<file path="config.mk">
export PLATFORM = sky130hd
export DESIGN_NAME = hamming_sec_codec_top
export DESIGN_NICKNAME = d
export VERILOG_FILES = /design/src/hdl/hsc_pkg.sv /design/src/hdl/hsc_cfg.sv /design/src/hdl/hsc_core.sv /design/src/hdl/hamming_sec_codec_top.sv
export SDC_FILE = /design/constraint.sdc
export NUM_CORES = 1
export LEC_CHECK = 0
export BUFFER_PORTS_ARGS = -buffer_cell sky130_fd_sc_hd__buf_4
export CAP_MARGIN = 10
export CORE_ASPECT_RATIO = 1.2
export CORE_MARGIN = 3
export CORE_UTILIZATION = 39
export CTS_CLUSTER_SIZE = 24
export DETAILED_ROUTE_END_ITERATION = 12
export PLACE_DENSITY_LB_ADDON = 0.12
export SLEW_MARGIN = 20
export SYNTH_ARGS = -nofsm -noshare
export SYNTH_HDL_FRONTEND = slang
export SYNTH_SLANG_ARGS = --single-unit
</file>
<file path="constraint.sdc">
create_clock -name clk -period 11.05 [get_ports clk]
set_input_delay 0 -clock clk [delete_from_list [all_inputs] [get_ports clk]]
set_output_delay 0 -clock clk [all_outputs]
set_load 0.005 [all_outputs]
</file>
<file path="src/hdl/hsc_pkg.sv">
// ----------------------------------------------------------------------------
// hsc_pkg
// Shared types, widths and bit-level functions of the Hamming SEC codec.
// ----------------------------------------------------------------------------
package hsc_pkg;

	localparam int CW_W          = 31;  // codeword width, bit 0 = position 1
	localparam int DATA_W        = 26;  // data bits that fit in a 31-bit codeword
	localparam int SYN_W         = 5;   // syndrome width
	localparam int CFG_W         = 5;   // data_bits register width
	localparam int PC_W          = 3;   // parity count width
	localparam int IN_TDATA_W    = 32;
	localparam int OUT_TDATA_W   = 48;
	localparam int OUT_PAD_W     = OUT_TDATA_W - (CW_W + SYN_W + 2 + PC_W);
	localparam int MAX_DATA_BITS = 26;

	localparam logic [CFG_W-1:0] DATA_BITS_RESET = CFG_W'(4);
	localparam logic [CFG_W-1:0] DATA_BITS_MIN   = CFG_W'(1);
	localparam logic [CFG_W-1:0] DATA_BITS_MAX   = CFG_W'(MAX_DATA_BITS);

	typedef enum logic {
		CMD_ENCODE = 1'b0,
		CMD_DECODE = 1'b1
	} cmd_t;

	// Active code geometry, derived from the data_bits register
	typedef struct packed {
		logic [CFG_W-1:0] m;
		logic [SYN_W-1:0] n;
		logic [PC_W-1:0]  r;
	} cfg_t;

	// One result item
	typedef struct packed {
		logic [CW_W-1:0]  codeword;
		logic [SYN_W-1:0] syndrome;
		logic             error_found;
		logic             syndrome_oor;
		logic [PC_W-1:0]  parity_count;
	} result_t;

	// Clamp the register value to the supported range of m
	function automatic logic [CFG_W-1:0] eff_m(input logic [CFG_W-1:0] v);
		logic [CFG_W-1:0] m;
		m = v;
		if (m < DATA_BITS_MIN) m = DATA_BITS_MIN;
		if (m > DATA_BITS_MAX) m = DATA_BITS_MAX;
		return m;
	endfunction

	// Least r with 2^r >= m + r + 1, for m in 1..26
	function automatic logic [PC_W-1:0] parity_bits_for(input logic [CFG_W-1:0] m);
		logic [PC_W-1:0] r;
		if (m <= CFG_W'(1))       r = PC_W'(2);
		else if (m <= CFG_W'(4))  r = PC_W'(3);
		else if (m <= CFG_W'(11)) r = PC_W'(4);
		else                      r = PC_W'(5);
		return r;
	endfunction

	// XOR of the positions of all set bits
	function automatic logic [SYN_W-1:0] syndrome_of(input logic [CW_W-1:0] w);
		logic [SYN_W-1:0] s;
		s = '0;
		for (int p = 1; p <= CW_W; p++) begin
			if (w[p-1]) s = s ^ SYN_W'(p);
		end
		return s;
	endfunction

	// Place data bits, LSB first, in the non-power-of-two positions
	function automatic logic [CW_W-1:0] spread_data(input logic [DATA_W-1:0] d);
		logic [CW_W-1:0] cw;
		int              k;
		cw = '0;
		k  = 0;
		for (int p = 1; p <= CW_W; p++) begin
			if ((p & (p - 1)) != 0) begin
				cw[p-1] = d[k];
				k++;
			end
		end
		return cw;
	endfunction

	// Put syndrome bit i at position 2^i
	function automatic logic [CW_W-1:0] place_parity(input logic [SYN_W-1:0] s);
		logic [CW_W-1:0] cw;
		cw = '0;
		for (int i = 0; i < SYN_W; i++) begin
			cw[(1 << i) - 1] = s[i];
		end
		return cw;
	endfunction

endpackage

</file>
<file path="src/hdl/hsc_cfg.sv">
// ----------------------------------------------------------------------------
// hsc_cfg
// data_bits register and the code geometry (m, n, r) derived from it.
// ----------------------------------------------------------------------------
module hsc_cfg (
	input  logic                      clk,
	input  logic                      arst_n,
	input  logic                      cfg_we,
	input  logic [hsc_pkg::CFG_W-1:0] cfg_wdata,
	output hsc_pkg::cfg_t             cfg
);
	import hsc_pkg::*;

	logic [CFG_W-1:0] data_bits_q;
	logic [CFG_W-1:0] m;
	logic [PC_W-1:0]  r;

	// Hold the register value until the next write
	always_ff @(posedge clk or negedge arst_n) begin
		if (!arst_n) begin
			data_bits_q <= DATA_BITS_RESET;
		end else if (cfg_we) begin
			data_bits_q <= cfg_wdata;
		end
	end

	// Clamp m and look up r; n = m + r stays within 31
	always_comb begin
		m     = eff_m(data_bits_q);
		r     = parity_bits_for(m);
		cfg.m = m;
		cfg.r = r;
		cfg.n = SYN_W'(m) + SYN_W'(r);
	end

endmodule

</file>
<file path="src/hdl/hsc_core.sv">
// ----------------------------------------------------------------------------
// hsc_core
// Encode or check-and-correct one word: parity XOR trees and a one-hot flip.
// ----------------------------------------------------------------------------
module hsc_core (
	input  hsc_pkg::cfg_t            cfg,
	input  hsc_pkg::cmd_t            cmd,
	input  logic [hsc_pkg::CW_W-1:0] word_in,
	output hsc_pkg::result_t         result
);
	import hsc_pkg::*;

	logic [DATA_W-1:0] data_mask;
	logic [CW_W-1:0]   n_mask;
	logic [CW_W-1:0]   enc_raw;
	logic [SYN_W-1:0]  enc_syn;
	logic [CW_W-1:0]   enc_cw;
	logic [CW_W-1:0]   dec_in;
	logic [SYN_W-1:0]  dec_syn;
	logic              dec_err;
	logic              dec_oor;
	logic [CW_W-1:0]   dec_flip;

	// Masks for the active data and codeword lengths
	assign data_mask = DATA_W'((32'h1 << cfg.m) - 32'h1);
	assign n_mask    = CW_W'((32'h1 << cfg.n) - 32'h1);

	// Encode: scatter data, then fill parity from the data-only syndrome
	assign enc_raw = spread_data(word_in[DATA_W-1:0] & data_mask);
	assign enc_syn = syndrome_of(enc_raw);
	assign enc_cw  = (enc_raw | place_parity(enc_syn)) & n_mask;

	// Decode: syndrome, range check and single-bit correction
	assign dec_in   = word_in & n_mask;
	assign dec_syn  = syndrome_of(dec_in);
	assign dec_err  = (dec_syn != '0);
	assign dec_oor  = (dec_syn > cfg.n);
	assign dec_flip = (dec_err && !dec_oor) ? (CW_W'(1) << (dec_syn - SYN_W'(1))) : '0;

	// Select the result for the command
	always_comb begin
		result.parity_count = cfg.r;
		case (cmd)
			CMD_ENCODE: begin
				result.codeword     = enc_cw;
				result.syndrome     = '0;
				result.error_found  = 1'b0;
				result.syndrome_oor = 1'b0;
			end
			CMD_DECODE: begin
				result.codeword     = dec_in ^ dec_flip;
				result.syndrome     = dec_syn;
				result.error_found  = dec_err;
				result.syndrome_oor = dec_oor;
			end
			default: begin
				result.codeword     = '0;
				result.syndrome     = '0;
				result.error_found  = 1'b0;
				result.syndrome_oor = 1'b0;
			end
		endcase
	end

endmodule

</file>
<file path="src/hdl/hamming_sec_codec_top.sv">
// ----------------------------------------------------------------------------
// hamming_sec_codec_top
// Hamming single-error-correcting codec, 1..26 data bits, streaming ports.
//
//   channel   direction  handshake            payload
//   s_*       in         s_tvalid/s_tready    s_tdata word_in, s_tuser cmd
//   m_*       out        m_tvalid/m_tready    m_tdata codeword..parity_count
//   cfg_*     in         cfg_we               cfg_wdata data_bits
//
// One item per cycle sustained while m_tready stays high; an item passes the input
// register, then the result register, with the encode/decode XOR trees in between.
// Reset clears both stage valid bits and sets data_bits to 4.
// A stalled result holds the result register; the input register still
// takes an item while either register is empty or the result moves on.
// ----------------------------------------------------------------------------
module hamming_sec_codec_top (
	input  logic                            clk,
	input  logic                            arst_n,
	input  logic                            s_tvalid,
	output logic                            s_tready,
	input  logic [hsc_pkg::IN_TDATA_W-1:0]  s_tdata,  // [30:0] word_in, [31] zero
	input  logic                            s_tuser,  // [0] cmd
	output logic                            m_tvalid,
	input  logic                            m_tready,
	output logic [hsc_pkg::OUT_TDATA_W-1:0] m_tdata,  // [30:0] codeword, [35:31] syndrome,
	                                                  // [36] error_found,
	                                                  // [37] syndrome_out_of_range,
	                                                  // [40:38] parity_count, [47:41] zero
	input  logic                            cfg_we,
	input  logic [hsc_pkg::CFG_W-1:0]       cfg_wdata
);
	import hsc_pkg::*;

	cfg_t            cfg;
	logic            valid_s1;
	cmd_t            cmd_s1;
	logic [CW_W-1:0] word_s1;
	logic            valid_s2;
	result_t         res_s2;
	result_t         res_next;
	logic            adv_s2;
	logic            in_acc;

	hsc_cfg u_cfg (
		.clk       (clk),
		.arst_n    (arst_n),
		.cfg_we    (cfg_we),
		.cfg_wdata (cfg_wdata),
		.cfg       (cfg)
	);

	hsc_core u_core (
		.cfg     (cfg),
		.cmd     (cmd_s1),
		.word_in (word_s1),
		.result  (res_next)
	);

	// Stage advance: result register free or being drained
	assign adv_s2   = !valid_s2 || m_tready;
	assign s_tready = !valid_s1 || adv_s2;
	assign in_acc   = s_tvalid && s_tready;

	// Input stage valid
	always_ff @(posedge clk or negedge arst_n) begin
		if (!arst_n) begin
			valid_s1 <= 1'b0;
		end else if (s_tready) begin
			valid_s1 <= s_tvalid;
		end
	end

	// Input stage payload
	always_ff @(posedge clk) begin
		if (in_acc) begin
			cmd_s1  <= cmd_t'(s_tuser);
			word_s1 <= s_tdata[CW_W-1:0];
		end
	end

	// Result stage valid
	always_ff @(posedge clk or negedge arst_n) begin
		if (!arst_n) begin
			valid_s2 <= 1'b0;
		end else if (adv_s2) begin
			valid_s2 <= valid_s1;
		end
	end

	// Result stage payload
	always_ff @(posedge clk) begin
		if (adv_s2 && valid_s1) begin
			res_s2 <= res_next;
		end
	end

	// Pack the result item
	assign m_tvalid = valid_s2;
	assign m_tdata  = {OUT_PAD_W'(0), res_s2.parity_count, res_s2.syndrome_oor,
	                   res_s2.error_found, res_s2.syndrome, res_s2.codeword};

`ifndef NO_ASSERTIONS
	// An out-of-range syndrome is always also an error
	a_oor_implies_err: assert property (@(posedge clk) disable iff (!arst_n)
		valid_s2 && res_s2.syndrome_oor |-> res_s2.error_found)
		else $error("syndrome out of range without error flag");

	// Error flag matches a nonzero syndrome
	a_err_matches_syn: assert property (@(posedge clk) disable iff (!arst_n)
		valid_s2 |-> (res_s2.error_found == (res_s2.syndrome != '0)))
		else $error("error flag disagrees with syndrome");

	// Parity count stays within the supported code sizes
	a_pc_range: assert property (@(posedge clk) disable iff (!arst_n)
		valid_s2 |-> (res_s2.parity_count >= PC_W'(2) && res_s2.parity_count <= PC_W'(5)))
		else $error("parity count out of range");

	// Codeword bits at and above n are zero
	a_cw_masked: assert property (@(posedge clk) disable iff (!arst_n)
		valid_s2 |-> ((res_s2.codeword >> cfg.n) == '0))
		else $error("codeword bits beyond length");

	// A held input item moves on once the result register is free
	a_s1_moves: assert property (@(posedge clk) disable iff (!arst_n)
		valid_s1 && adv_s2 |=> valid_s2)
		else $error("input stage item not advanced");
`endif

endmodule
</file>
==> flow_metrics.tcl, run 1 <==
set metrics [dict create \
    status "finished clean" \
    timing.hold.ws_ns 0.119 \
    met3_length_mm 1.65 \
    setup_tns_ns 0 \
    cts_max_level 3 \
    finalMaxSlewViolations 0 \
    fp-row-count 53 \
    rr_worst_depth 33 \
    slowest_delay_ns 0.68 \
    die_height_um 153 \
    synth.top_cells.by_area "edfxtp_1 (31%), xnor2_1 (6.3%), nand2_1 (5.4%), o21ai_0 (3.4%), nor2_1 (2.8%)" \
    drive_gt1_share_pct 18.6 \
    synth_edf_count 73 \
    timing.rr.end "m_tdata[20]" \
    clkTransAtPathRegs_ns 0.07 \
    dieArea_sq_um 19800 \
    clkLatencyLatePin_ns 0.36 \
    clockRootBuffer "clkbuf_16" \
    cts_tree "yes" \
    most-common-layout-cells "nand2_1 (101), buf_4 (94), edfxtp_1 (73), nor2_1 (53), xnor2_1 (51)" \
    grtUsageTotal_pct 26.6 \
    wl_per_cell_um 23.7 \
    timing.final.ws_setup_ns 1.29 \
    cap_viol_max_count 0 \
    fin_nets 947 \
    tightest_slew_ns 1.04 \
    synth_top_area_share_pct 31.0 \
    final_common_cell "nand2_1" \
    synth_ff_type "edfxtp_1" \
    vias 6696 \
    drc_errors 0 \
    stdcell_count 1118 \
    relSlewSlack_pct 30.8 \
    core_area_sq_um 17600 \
    die_w_um 129 \
    place.gp.congestion 0.939 \
    cts_buffers 9 \
    drtAntennaViolNets 0 \
    clkSinkCount 80 \
    grt_setup_unrepaired "false" \
    hold_path_class "in2async" \
    dpl_worst_slack_ns 1.41 \
    fmax_mhz 102 \
    pin_count 93 \
    cp_slowest_cell "ha_1" \
    syn_area_per_cell_sq_um 8.96 \
    cts.path.max_buffers 2 \
    cp_max_fo 21 \
    grt-ovfl-total 0 \
    viasPerCell 5.99 \
    synth_cell_types 100 \
    initial_core_util_pct 40.1 \
    ir_drop_uv 301 \
    fin_skew_ns 0.00944 \
    cts_setup_buffers 0 \
    cp.arrival_ns 9.86 \
    drtPass1Iterations 7 \
    synthesis.instances 789 \
    yosysTopAreaCell "edfxtp_1" \
    wl_mm 26.5 \
    rrSetupSlack_ns 1.29 \
    r2r_start "u_cfg.data_bits_q[1]" \
    routed.top_layer "met4" \
    ys_seq_elements 80 \
    leakage_nw 3.32 \
    grt_first_pass_wirelength_mm 39.5 \
    grt_max_degree 70 \
    placedCellCount 1052 \
    async_reset_ff_share_pct 8.75 \
    hold_viol_final 0 \
    wl_met2_mm 12.9 \
    drt_iter0_markers 734 \
    end_kind "flip-flop" \
    portBuffers 84 \
    seq_area_frac_synth_pct 33.5 \
    dpl.hpwl_mm 20.0 \
    grt_pass1_vias 6350 \
    synth_area_sq_um 7070 \
    yosysWarnings 0 \
    fin_crit_sh_pct 88.3 \
    area_growth_pct 21.4 \
    period_needed_ns 9.76 \
    start_kind "flip-flop" \
    worstSetupPathType "reg2reg" \
    required_ns 11.15 \
    diodes 0 \
    finalSetupViolations 0 \
    antenna_found_initial 0 \
    drt-met1-wl_mm 11.0 \
    power_density_nw_per_um2 350 \
]
==> sequential cells by signal, summed over array words and instances, names as in the netlist <==
name,flops
m_tvalid,1
word_s1,31
u_cfg.data_bits_q,5
cmd_s1,1
valid_s1,1
m_tdata,41
==> cells in the mapped netlist, drive strengths merged, types with 7 or more instances <==
master   instances
nand4           10
o21ai           58
or3             10
or2              8
nand2          103
nor4             9
edfxtp          73
o31ai            9
buf             26
nand3b           8
nor2            58
ha              10
o2111ai          8
clkbuf          31
a21boi           8
xnor3            7
nand3           35
o211ai           8
mux2i           10
xnor2           55
and2            16
a31oi           14
a21oi           37
inv             18
nor3            22
nor2b           10
xor2            23
nand2b           8
==> per-layer routing <==
layer / vias to the layer above / GRT usage [%]
met2: 316 / 43.6
met5: - / 0
met4: 0 / 10.4
li1: 3105 / -
met1: 3223 / 35.3
met3: 52 / 3.81
==> stage by stage <==
| stage | util [%] | cell area, sq um | power (mW) |
|---|---|---|---|
| after global placement | 44.0 | 7770 | 2.61 |
| after CTS | 48.6 | 8580 | 2.98 |
| after detailed placement | 44.0 | 7770 | 2.63 |
| final | 48.6 | 8580 | 3.00 |
| after floorplan | - | 7090 | 2.04 |
| after global routing | 48.6 | 8580 | 3.15 |
==> critical path, delay by kind of cell, from the launching register on <==
family | cells | cell delay [ns]
and+or+nand+nor | 12 | 2.90
adders and majority gates | 4 | 1.69
AOI/OAI and AO/OA | 9 | 2.02
muxes | 1 | 0.34
xor gates and xnor gates | 4 | 1.38
buffers and inverters | 3 | 0.55
DFF | 1 | 0.55
==> cell families (layout without fill, tap and decap cells) <==
kind of cell / count (synthesis) / count (layout) / share of synthesized area, %
fa+ha+maj: 12 / 12 / 2.20
buf+inv: 76 / 179 / 5.36
mux: 13 / 13 / 2.07
other cells: 2 / 8 / 0.106
flops: 80 / 80 / 33.5
compound gates: 205 / 205 / 20.5
xor+xnor: 86 / 86 / 13.1
simple gates: 315 / 315 / 23.2
==> worst max-delay path by stage <==
stage	start	end	slack (ns)	cells past startpoint
floorplan	u_cfg.data_bits_q[3]	m_tdata[20]	3.14	38
global placement	u_cfg.data_bits_q[1]	m_tdata[20]	1.53	34
detailed placement	u_cfg.data_bits_q[1]	m_tdata[20]	1.41	33
CTS	u_cfg.data_bits_q[1]	m_tdata[20]	1.39	33
global route	u_cfg.data_bits_q[1]	m_tdata[20]	0.71	33
finish	u_cfg.data_bits_q[1]	m_tdata[20]	1.29	33
==> what timing repair did <==
action / CTS / global route
hold buffers: 50 / 0
gates resized for setup: 0 / 0
hold endpoints to repair: 46 / 0
==> power breakdown <==
group	switching [mW]	total (mW)	internal (mW)
Sequential	0.0349	0.466	0.431
Clock	0.144	0.325	0.181
Combinational	1.45	2.21	0.757
==> cell type report <==
| class | count | area, sq um |
|---|---|---|
| flip-flops and latches | 80 | 2370 |
| repair buffers | 144 | 1210 |
| clock inverters | 7 | 86.3 |
| well taps | 220 | 275 |
| clock buffers | 9 | 225 |
| fillers | 1701 | 9060 |
| multi-input cells | 639 | 4340 |
| inverters | 19 | 73.8 |
Note: power is estimated with default switching activity, not from simulation.
==> inputs of run 2 (changes only) <==
--- a/config.mk
+++ b/config.mk
@@ -9,7 +9,7 @@
 export CAP_MARGIN = 10
 export CORE_ASPECT_RATIO = 1.2
 export CORE_MARGIN = 3
-export CORE_UTILIZATION = 39
+export CORE_UTILIZATION = 60
 export CTS_CLUSTER_SIZE = 24
 export DETAILED_ROUTE_END_ITERATION = 12
 export PLACE_DENSITY_LB_ADDON = 0.12
==> run 2 against run 1 <==
  * Non-clock buffer count down 5
  * Sequential power is 1% higher
  * Wire length fell by 2.6%
  * Via count up 6.5%
  * Setup slack worse by 0.22 ns
  * Global-route usage is 13 points higher
  * Clock skew is 0.0039 ns higher
  * Clock-buffer cell count stayed put
  * Cell count decreased by 6.4%
  * Sequential share of layout area grew 0.43 points
  * Total power is 0.14% higher
  * Clock power down 3%
  * Highest routed layer unchanged
==> flow_metrics.tcl, run 2 (synthesized netlist as in run 1, its figures left out) <==
set metrics [dict create \
    r2r_start "u_cfg.data_bits_q[3]" \
    cts.path.max_buffers 2 \
    routed.top_layer "met4" \
    tightest_slew_ns 1.10 \
    grt_max_degree 70 \
    dieArea_sq_um 13100 \
    required_ns 11.15 \
    grt_pass1_vias 6965 \
    power_density_nw_per_um2 356 \
    cts_tree "yes" \
    place.gp.congestion 1.03 \
    diodes 0 \
    antenna_found_initial 0 \
    area_growth_pct 19.5 \
    hold_viol_final 0 \
    hold_path_class "in2async" \
    cts_buffers 9 \
    p_int_mw 1.36 \
    finalSetupViolations 0 \
    drive_gt1_share_pct 18.3 \
    power_frac_clock_pct 10.5 \
    cts_max_level 3 \
    start_kind "flip-flop" \
    setup_tns_ns 0 \
    grt_setup_unrepaired "false" \
    period_needed_ns 9.98 \
    finalMaxSlewViolations 0 \
    grtUsageTotal_pct 39.5 \
    drt_iter0_markers 950 \
    dpl.hpwl_mm 18.0 \
    clkSinkCount 80 \
    status "finished clean" \
    grt_first_pass_wirelength_mm 39.9 \
    largest_reg_flops 41 \
    switchingPower_mw 1.64 \
    drc_errors 0 \
    wl_met2_mm 11.8 \
    wl_per_cell_um 24.7 \
    die_w_um 105 \
    rr_worst_depth 31 \
    fin_nets 942 \
    fin_skew_ns 0.0133 \
    rrSetupSlack_ns 1.07 \
    fmax_mhz 100 \
    worstSetupPathType "reg2reg" \
    met3_length_mm 3.26 \
    finalPower_mw 3.00 \
    viasPerCell 6.81 \
    ir_drop_uv 420 \
    wl_mm 25.9 \
    clkTransAtPathRegs_ns 0.07 \
    placed_cell_area_sq_um 7650 \
    path_buf_inv 2 \
    relSlewSlack_pct 26.7 \
    end_kind "flip-flop" \
    clockRootBuffer "clkbuf_16" \
    timing.rr.end "m_tdata[20]" \
    core_area_sq_um 11200 \
    cap_viol_max_count 0 \
    sequentialPowerShare_pct 15.7 \
    final_common_cell "nand2_1" \
    vias 7128 \
    initial_core_util_pct 62.8 \
    clkLatencyLatePin_ns 0.35 \
    power_frac_comb_pct 73.9 \
    die_height_um 125 \
    drt-met1-wl_mm 9.05 \
    fin_crit_sh_pct 90.3 \
    finalInstanceArea_sq_um 8450 \
    cp_max_fo 33 \
    leakage_nw 3.29 \
    hold_buffers 49 \
    timing.hold.ws_ns 0.00216 \
    p_sw_share_pct 54.6 \
    drtAntennaViolNets 0 \
    fp-row-count 42 \
    crit_path_frequent_cell "a21oi_1" \
    cp_slowest_cell "dfrtp_1" \
    cp.arrival_ns 10.08 \
    portBuffers 84 \
    critical-path-top-delay-family "simple AND/OR/NAND/NOR gates" \
    slowest_delay_ns 1.01 \
    most-common-layout-cells "nand2_1 (101), buf_4 (90), edfxtp_1 (73), nor2_1 (53), xnor2_1 (51)" \
    drtPass1Iterations 6 \
    grt-ovfl-total 0 \
    pin_count 93 \
    cts_resized 0 \
    cts_setup_buffers 0 \
]
-- run 2: changes by cell type in the layout (fill, tap and decap cells not counted), sizes merged --
cell | before | now
buf | 94 | 90
clkinv | 1 | 4
inv | 23 | 20
dlygate4sd3 | 50 | 49
-- run 2: area by class of cell --
type / instances / area [sq um]
fill: 803 / 2800
clock buffer: 9 / 225
multi-input combinational: 639 / 4340
clock inverter: 7 / 77.6
tap: 154 / 193
sequential: 80 / 2370
inverter: 19 / 73.8
timing repair buffer: 139 / 1170
-- run 2: worst max path at each step --
stage / slack (ns) / startpoint / cells past startpoint / endpoint
floorplan: 3.14 / u_cfg.data_bits_q[3] / 38 / m_tdata[20]
global placement: 1.68 / u_cfg.data_bits_q[3] / 29 / m_tdata[20]
detailed placement: 1.42 / u_cfg.data_bits_q[3] / 29 / m_tdata[20]
CTS: 1.40 / u_cfg.data_bits_q[3] / 31 / m_tdata[20]
global route: 0.53 / u_cfg.data_bits_q[3] / 31 / m_tdata[20]
finish: 1.07 / u_cfg.data_bits_q[3] / 31 / m_tdata[20]
-- run 2: worst register-to-register path, delay by kind of cell (launching register included) --
kind | cells | cell delay, ns
flip-flops | 1 | 1.01
adder cells (fa/ha/maj) | 4 | 1.43
buffers and inverters | 2 | 0.56
XOR/XNOR | 3 | 1.51
AO/OA/AOI/OAI | 9 | 1.79
AND/OR/NAND/NOR | 13 | 3.43
-- run 2: stage by stage --
stage / util, % / instances / setup WS, ns
2_1_floorplan: - / 795 / 3.14
3_3_place_gp: 68.1 / 982 / 1.68
3_5_place_dp: 68.1 / 982 / 1.42
4_1_cts: 75.1 / 1047 / 1.40
5_1_grt: 75.1 / 1047 / 0.529
6_report: 75.1 / 1047 / 1.07
-- run 2: power groups by stage --
stage               registers, mW  clock network, mW  logic [mW]
floorplan                   0.464                  0        1.57
global placement            0.471                  0        2.05
detailed placement          0.474                  0        2.11
CTS                         0.468              0.309        2.14
global route                0.476              0.328        2.32
finish                      0.471              0.314        2.22
-- run 2: metal layers --
layer  vias up  GRT usage (%)
met2       562           62.8
met4         0           20.1
li1       3084              -
met5         -              0
met3       165           12.2
met1      3317           48.4
==> inputs of run 3 (changes only) <==
--- a/config.mk
+++ b/config.mk
@@ -5,6 +5,7 @@
 export SDC_FILE = /design/constraint.sdc
 export NUM_CORES = 1
 export LEC_CHECK = 0
+export ABC_CLOCK_PERIOD_IN_PS = 11050
 export BUFFER_PORTS_ARGS = -buffer_cell sky130_fd_sc_hd__buf_4
 export CAP_MARGIN = 10
 export CORE_ASPECT_RATIO = 1.2
@@ -12,6 +13,7 @@
 export CORE_UTILIZATION = 60
 export CTS_CLUSTER_SIZE = 24
 export DETAILED_ROUTE_END_ITERATION = 12
+export MAX_ROUTING_LAYER = met4
 export PLACE_DENSITY_LB_ADDON = 0.12
 export SLEW_MARGIN = 20
 export SYNTH_ARGS = -nofsm -noshare
==> run 3 against run 2 <==
  * Cell area up 0.24%
  * Flip-flop and latch count unchanged
  * Highest routed layer unchanged
  * Sequential power about the same
  * Clock power up 1%
  * Critical path depth unchanged
  * Register-to-register slack worse by 0.07 ns
  * Fmax down 0.66%
  * First-iteration DRC count up 11%
  * Hold slack better by 0.13 ns
==> flow_metrics.tcl, run 3 (synthesized netlist as in run 1, its figures left out) <==
set metrics [dict create \
    drc_errors 0 \
    die_w_um 105 \
    crit_path_frequent_cell "a21oi_1" \
    diodes 0 \
    ir_drop_uv 382 \
    end_kind "flip-flop" \
    core_area_sq_um 11200 \
    cts.path.max_buffers 2 \
    cts_tree "yes" \
    area_growth_pct 19.8 \
    finalSetupViolations 0 \
    fp-row-count 42 \
    hold_path_class "in2async" \
    tightest_slew_ns 1.10 \
    cts_buffers 9 \
    leakage_nw 3.31 \
    cp_slowest_cell "dfrtp_1" \
    power_density_nw_per_um2 354 \
    grt_max_degree 70 \
    clkSinkCount 80 \
    wl_met2_mm 12.2 \
    initial_core_util_pct 62.8 \
    viasPerCell 6.96 \
    cap_viol_max_count 0 \
    final_common_cell "nand2_1" \
    status "finished clean" \
    grtUsageTotal_pct 41.0 \
    routed.top_layer "met4" \
    most-common-layout-cells "nand2_1 (101), buf_4 (91), edfxtp_1 (73), nor2_1 (53), xnor2_1 (51)" \
    wl_mm 26.7 \
    drive_gt1_share_pct 18.3 \
    nFillCells 803 \
    worstSetupPathType "reg2reg" \
    finalMaxSlewViolations 0 \
    drtAntennaViolNets 0 \
    grt_first_pass_wirelength_mm 40.2 \
    portBuffers 84 \
    dpl.hpwl_mm 18.0 \
    grt_pass1_vias 6930 \
    setup_tns_ns 0 \
    dpl_worst_slack_ns 1.53 \
    clkLatencyLatePin_ns 0.35 \
    wl_per_cell_um 25.5 \
    relSlewSlack_pct 26.7 \
    period_needed_ns 10.05 \
    antenna_found_initial 0 \
    grt-ovfl-total 0 \
    slowest_delay_ns 1.07 \
    fmax_mhz 99.5 \
    place.gp.congestion 1.04 \
    hold_viol_final 0 \
    clockRootBuffer "clkbuf_16" \
    grt_setup_unrepaired "false" \
    fin_nets 944 \
    timing.final.ws_setup_ns 1.00 \
    drtPass1Iterations 6 \
    met3_length_mm 3.24 \
    pin_count 93 \
    dieArea_sq_um 13100 \
    drt_iter0_markers 1055 \
    largest_reg_flops 41 \
    die_height_um 125 \
    cp_max_fo 33 \
    start_kind "flip-flop" \
    cts_max_level 3 \
    clkTransAtPathRegs_ns 0.07 \
    vias 7302 \
    fin_crit_sh_pct 90.9 \
    fin_skew_ns 0.00999 \
    drt-met1-wl_mm 9.45 \
    required_ns 11.14 \
    cp.arrival_ns 10.14 \
]
-- run 3: layout make-up --
class                   count  area (sq um)  share of cell area, %
clock buffers               9           225                   2.66
clock inverters             7          80.1                  0.946
flip-flops and latches     80          2370                   28.0
multi-input cells         639          4340                   51.3
well taps                 154           193                   2.28
inverters                  19          73.8                  0.872
repair buffers            141          1180                   14.0
-- run 3: layer usage --
metal	vias to the layer above	track usage [%]
li1	3093	-
met1	3356	49.5
met2	677	63.3
met3	176	9.90
met4	0	21.9
met5	-	-
-- run 3: report_power, final --
part	total (mW)	internal, mW	switching, mW
registers	0.471	0.431	0.0404
clock network	0.318	0.178	0.140
logic	2.21	0.755	1.45
-- run 3: what timing repair did --
| action | 4_1_cts | 5_1_grt |
|---|---|---|
| hold buffers | 50 | 0 |
| endpoints found under the hold margin | 46 | 0 |
| resized for setup | 0 | 0 |
| setup buffers | 0 | 0 |
-- run 3: worst max-delay path, delay by kind of cell (launching register included) --
kind            cells  cell delay, ns
compound gates      9            1.85
xor+xnor            3            1.45
fa+ha+maj           4            1.45
buf+inv             2            0.61
flops               1            1.07
simple gates       13            3.31
-- run 3: worst paths after layout --
kind                            depth (start not counted)              endpoint  slack (ns)                  from
worst max-delay path                                   31           m_tdata[20]        1.00  u_cfg.data_bits_q[3]
min in group clk                                        2           word_s1[12]        0.37           s_tdata[12]
worst max register to register                         31           m_tdata[20]        1.00  u_cfg.data_bits_q[3]
worst min register to register                          1              m_tvalid        0.53              valid_s1
worst min-delay path                                    2  u_cfg.data_bits_q[2]        0.14                arst_n
max in group asynchronous                               3  u_cfg.data_bits_q[4]       10.09                arst_n
-- run 3: metrics by stage --
step / area, sq um / hold WS, ns / std cells / power, mW / util [%]
global placement: 7660 / -0.183 / 983 / 2.52 / 68.1
CTS: 8470 / 0.125 / 1049 / 2.91 / 75.3
detailed placement: 7660 / -0.180 / 983 / 2.58 / 68.1
finish: 8470 / 0.137 / 1049 / 2.99 / 75.3
global route: 8470 / 0.142 / 1049 / 3.11 / 75.3
floorplan: 7090 / -0.296 / 795 / 2.04 / -
